`src/hw/rtl/pts_pkg.sv`:
```
`default_nettype none
package pts_pkg;

    localparam int IN_DATA_W   = 24;
    localparam int OUT_DATA_W  = 56;
    localparam int INDEX_W     = 16;
    localparam int TRIT_W      = 2;
    localparam int LANE_W      = 4;
    localparam int WORD_IDX_W  = INDEX_W - LANE_W;
    localparam int CNT_W       = 13;
    localparam int CAP_W       = 13;
    localparam int INIT_W      = 9;
    localparam int PACK_W      = 32;
    localparam int Q_DEPTH     = 2;
    localparam int Q_PTR_W     = 1;
    localparam int Q_CNT_W     = 2;

    localparam logic [INIT_W-1:0] INIT_WORDS_RST = 9'd7;

    localparam logic KIND_READ  = 1'b0;
    localparam logic KIND_WRITE = 1'b1;

    localparam logic [TRIT_W-1:0] TRIT_UNKNOWN = 2'd0;
    localparam logic [TRIT_W-1:0] TRIT_FALSE   = 2'd1;
    localparam logic [TRIT_W-1:0] TRIT_TRUE    = 2'd2;
    localparam logic [TRIT_W-1:0] TRIT_ALIAS   = 2'd3;

    typedef struct packed {
        logic                  kind;
        logic [WORD_IDX_W-1:0] word;
        logic [LANE_W-1:0]     lane;
        logic [TRIT_W-1:0]     value;
    } t_op;

    typedef struct packed {
        logic valid;
        t_op  op;
    } t_q2b;

    typedef struct packed {
        logic              range_error;
        logic [INIT_W-1:0] capacity_words;
        logic [CNT_W-1:0]  unknown_count;
        logic [CNT_W-1:0]  false_count;
        logic [CNT_W-1:0]  true_count;
        logic [TRIT_W-1:0] read_trit;
    } t_result;

    function automatic logic [TRIT_W-1:0] norm_trit(input logic [TRIT_W-1:0] code);
        return (code == TRIT_ALIAS) ? TRIT_TRUE : code;
    endfunction

endpackage
`default_nettype wire

```
`src/hw/rtl/pts_front.sv`:
```
`default_nettype none
module pts_front (
    input  wire logic                         i_clk,
    input  wire logic                         i_rst_n,
    input  wire logic                         i_s_tvalid,
    output logic                              o_s_tready,
    input  wire logic [pts_pkg::IN_DATA_W-1:0] i_s_tdata,
    input  wire logic                         i_s_tuser,
    input  wire logic                         i_hold,
    input  wire logic                         i_pop,
    output pts_pkg::t_q2b                     o_q
);
    import pts_pkg::*;

    t_op                r_q [Q_DEPTH];
    logic [Q_PTR_W-1:0] r_wr_ptr, n_wr_ptr;
    logic [Q_PTR_W-1:0] r_rd_ptr, n_rd_ptr;
    logic [Q_CNT_W-1:0] r_cnt, n_cnt;
    logic               push;
    logic               pop;
    t_op                in_op;
    logic [TRIT_W-1:0]  in_val;

    assign in_val          = i_s_tdata[INDEX_W +: TRIT_W];
    assign in_op.kind      = i_s_tuser;
    assign in_op.word      = i_s_tdata[LANE_W +: WORD_IDX_W];
    assign in_op.lane      = i_s_tdata[LANE_W-1:0];
    assign in_op.value     = norm_trit(in_val);

    assign o_s_tready = (r_cnt < Q_CNT_W'(Q_DEPTH)) && !i_hold;
    assign push       = i_s_tvalid && o_s_tready;
    assign pop        = i_pop && (r_cnt != '0);

    assign o_q.valid = (r_cnt != '0);
    assign o_q.op    = r_q[r_rd_ptr];

    always_comb begin
        n_wr_ptr = push ? r_wr_ptr + 1'b1 : r_wr_ptr;
        n_rd_ptr = pop ? r_rd_ptr + 1'b1 : r_rd_ptr;
        n_cnt    = r_cnt + Q_CNT_W'(push) - Q_CNT_W'(pop);
    end

    always_ff @(posedge i_clk) begin
        if (!i_rst_n) begin
            r_wr_ptr <= '0;
            r_rd_ptr <= '0;
            r_cnt    <= '0;
        end else begin
            r_wr_ptr <= n_wr_ptr;
            r_rd_ptr <= n_rd_ptr;
            r_cnt    <= n_cnt;
        end
    end

    always_ff @(posedge i_clk) begin
        if (push) begin
            r_q[r_wr_ptr] <= in_op;
        end
    end

endmodule
`default_nettype wire

```
`config.mk`:
```
export PLATFORM = sky130hd
export DESIGN_NAME = pts_front
export DESIGN_NICKNAME = d
export VERILOG_FILES = /design/src/hw/rtl/pts_pkg.sv /design/src/hw/rtl/pts_front.sv
export SDC_FILE = /design/constraint.sdc
export NUM_CORES = 1
export LEC_CHECK = 0
export ABC_AREA = 1
export ABC_CLOCK_PERIOD_IN_PS = 4200
export BUFFER_PORTS_ARGS = -buffer_cell sky130_fd_sc_hd__buf_2
export CAP_MARGIN = 20
export CORE_MARGIN = 2
export CORE_UTILIZATION = 53
export DETAILED_ROUTE_END_ITERATION = 12
export PLACE_DENSITY = 0.89
export SETUP_SLACK_MARGIN = 0.1
export SYNTH_ARGS = -nofsm -noshare
export SYNTH_HDL_FRONTEND = slang
export SYNTH_SLANG_ARGS = --single-unit
```
`constraint.sdc`:
```
create_clock -name i_clk -period 4.2 [get_ports i_clk]
set_input_delay 0.42 -clock i_clk [delete_from_list [all_inputs] [get_ports i_clk]]
set_output_delay 0.42 -clock i_clk [all_outputs]
set_load 0.05 [all_outputs]
```
==> impl_metrics.yaml <==
floorplan:
  initial_core_utilization_pct: 55.1
  floorplan_die_area_um2: 3610
  floorplan.die.width_um: 60.1
  core_um2: 3030
  die_h_um: 60.1
  floorplan.rows: 20
  top_level_ports: 51
cts:
  ctsRootBufferMaster: "clkbuf_4"
  cts.sink_count: 43
  cts.clk_slew.worst_paths_ns: 0.11
  clock_tree.buffer_depth: 2
  tritoncts_clock_tree: "yes"
  hold_buffers: 0
  cts_max_level: 2
  cts_buffers: 5
  clock_insertion_delay_worst_skew_ns: 0.34
  post_cts.resized_instances: 0
  post_cts.repair.setup_buffers: 0
power_and_ir_drop:
  power_leakage_nw: 0.774
  fin_total_pwr_mw: 1.14
  power_density_over_the_cells_nw_per_um2: 576
  irDropWorstVdd_uv: 385
run:
  maxCapViolCount: 0
global_routing:
  grtUsageMet1_pct: 15.4
  overflow: 0
  grt_pass1_wl_um: 3800
  met3_usage_pct: 4.98
  grt_usage_pct: 15.3
  grt_antenna_before_repair: 0
  grt_max_degree: 20
  global_route.usage.met2_pct: 26.1
  grt_pass1_vias: 923
  grt-busiest-layer: "met2"
synthesis:
  mappedNetlistNets: 124
  synth_enable_flop_cells: 38
  ys_dominant_reg_cell: "edfxtp_1"
  synthesized_netlist_cell_count: 93
  synth_sequential_area_ratio_pct: 74.4
  yosys_warnings: 0
  synth-async-reset-ratio_pct: 0
  mean_syn_cell_area_um2: 17.9
  synth-seq-cells: 43
  yosysUniqueCellTypes: 20
  synthesis.area_um2: 1670
timing:
  timing.slew.headroom_pct: 34.7
  drv_slew: 0
  fin_skew_ns: 0.0117
  clock.fmax_mhz: 421
  fin_worst_hold_slack_ns: 0.260
  rsz0062_at_grt: "false"
  finalSetupViolations: 0
  fin_ws_ns: 1.83
  final_hold_viol_count: 0
  finalCriticalPeriod_ns: 2.37
  final_min_period_over_clock_period_pct: 56.5
  setup_tns_ns: 0
  max_slew.worst_pin.slew_ns: 0.978
worst_setup_path:
  setup.worst_path.class: "reg2out"
  required_ns: 3.78
  critical_path_arrival_ns: 1.95
  setup.worst_path.end_class: "primary output"
  biggest_fanout_along_the_worst_timing_path: 19
  timing.rr.start: "r_cnt[1]"
  startpoint_type: "flop"
place:
  post-dp-hpwl_um: 1720
  worst_setup_slack_after_placement_ns: 2.15
  post_dp_cell_area_um2: 1920
  io_buffers: 44
  globalplace.congestion: 0.610
detailed_routing:
  via_count: 881
  drt.antenna.violating_nets: 0
  firstDrtPassIters: 4
  drt_iter0_drc: 18
  finalWirelength_um: 2450
  route.detailed.wl_per_inst_um: 13.2
  avgViaCountPerCell: 4.74
  drt_drc_violations_left: 0
finish:
  n_antenna_cell: 0
  final_layout_size_suffix_gt1_share_pct: 53.5
  final_nets: 172
  postLayoutCellArea_um2: 1970
  area_taken_by_flip_flops_and_latches_um2: 1240
  areaGrowthSynthToFinish_pct: 18.1
  multi_input_comb_area_um2: 380
  final_layout_fill_cell_count: 241
worst_hold_path:
  timing.hold.worst.start: "i_s_tdata[0]"
  hp-class: "in2reg"
run_status:
  outcome: "finished clean"
## worst max-delay path: stages (launching register included)
cell     delay, ns
dfxtp_1       0.98
mux2_2        0.43
buf_2         0.21
## registers in the layout (all words and copies together), names as in the netlist, named ones only
name	count
r_cnt	2
r_q	38
r_rd_ptr	1
r_wr_ptr	1
## cells by family (layout without fill, tap and decap cells)
| logic type | count (synthesis) | in the layout | synth area share, % |
|---|---|---|---|
| flip-flops | 43 | 43 | 74.4 |
| multiplexers | 19 | 19 | 15.1 |
| adder cells (fa/ha/maj) | 1 | 1 | 0.750 |
| AO/OA/AOI/OAI | 7 | 7 | 2.10 |
| buffers and inverters | 10 | 59 | 3.15 |
| XOR/XNOR | 1 | 1 | 0.525 |
| AND/OR/NAND/NOR | 12 | 12 | 4.05 |
## cell usage after synthesis, types with 2 or more instances
cell | count | area, µm²
edfxtp_1 | 38 | 1140
nand2_1 | 2 | 7.51
mux2_4 | 10 | 150
o21ai_1 | 2 | 10.0
nor2_2 | 2 | 12.5
inv_1 | 6 | 22.5
nor2_1 | 4 | 15.0
dfxtp_1 | 5 | 100
mux2_2 | 9 | 101
a21oi_1 | 4 | 20.0
buf_6 | 2 | 22.5
## report_power, final
| group | total [mW] | switching (mW) | leakage (nW) | internal, mW |
|---|---|---|---|---|
| Sequential | 0.552 | 0.0409 | 0.390 | 0.511 |
| Combinational | 0.404 | 0.274 | 0.358 | 0.130 |
| Clock | 0.181 | 0.115 | 0.0265 | 0.0668 |
| Total | 1.14 | 0.429 | 0.774 | 0.708 |
## final cells by class
type | count | area share (%)
sequential | 43 | 62.9
timing repair buffer | 44 | 11.2
inverter | 7 | 1.33
tap | 44 | 2.79
clock buffer | 8 | 2.47
multi-input combinational | 40 | 19.3
## layout by cell type, fill, tap and decap left out, drive strengths merged
cell type,instances
a21oi,4
buf,44
clkbuf,8
dfxtp,5
edfxtp,38
ha,1
inv,7
mux2,19
nand2,3
nand3,2
nor2,7
o21ai,3
xnor2,1
## final timing paths
| kind | endpoint | slack [ns] | cells past startpoint |
|---|---|---|---|
| worst max register to register | r_q[0][1] | 2.43 | 3 |
| worst min-delay path | r_q[0][2] | 0.26 | 1 |
| worst max-delay path | o_q[0] | 1.83 | 2 |
| worst min register to register | r_rd_ptr | 0.49 | 1 |
## through the flow
step                      util [%]  cells
after floorplan                  -     93
after global placement        63.5    178
after detailed placement      63.5    178
after CTS                     65.1    186
after global routing          65.1    186
final                         65.1    186
## routing by layer
layer | vias to the layer above | share of wire (%)
met2 | 33 | 53
li1 | 436 | -
met1 | 406 | 38
met5 | - | 0
met4 | 0 | 2.4
met3 | 6 | 6.9
Power figures use the tool's default switching activity.
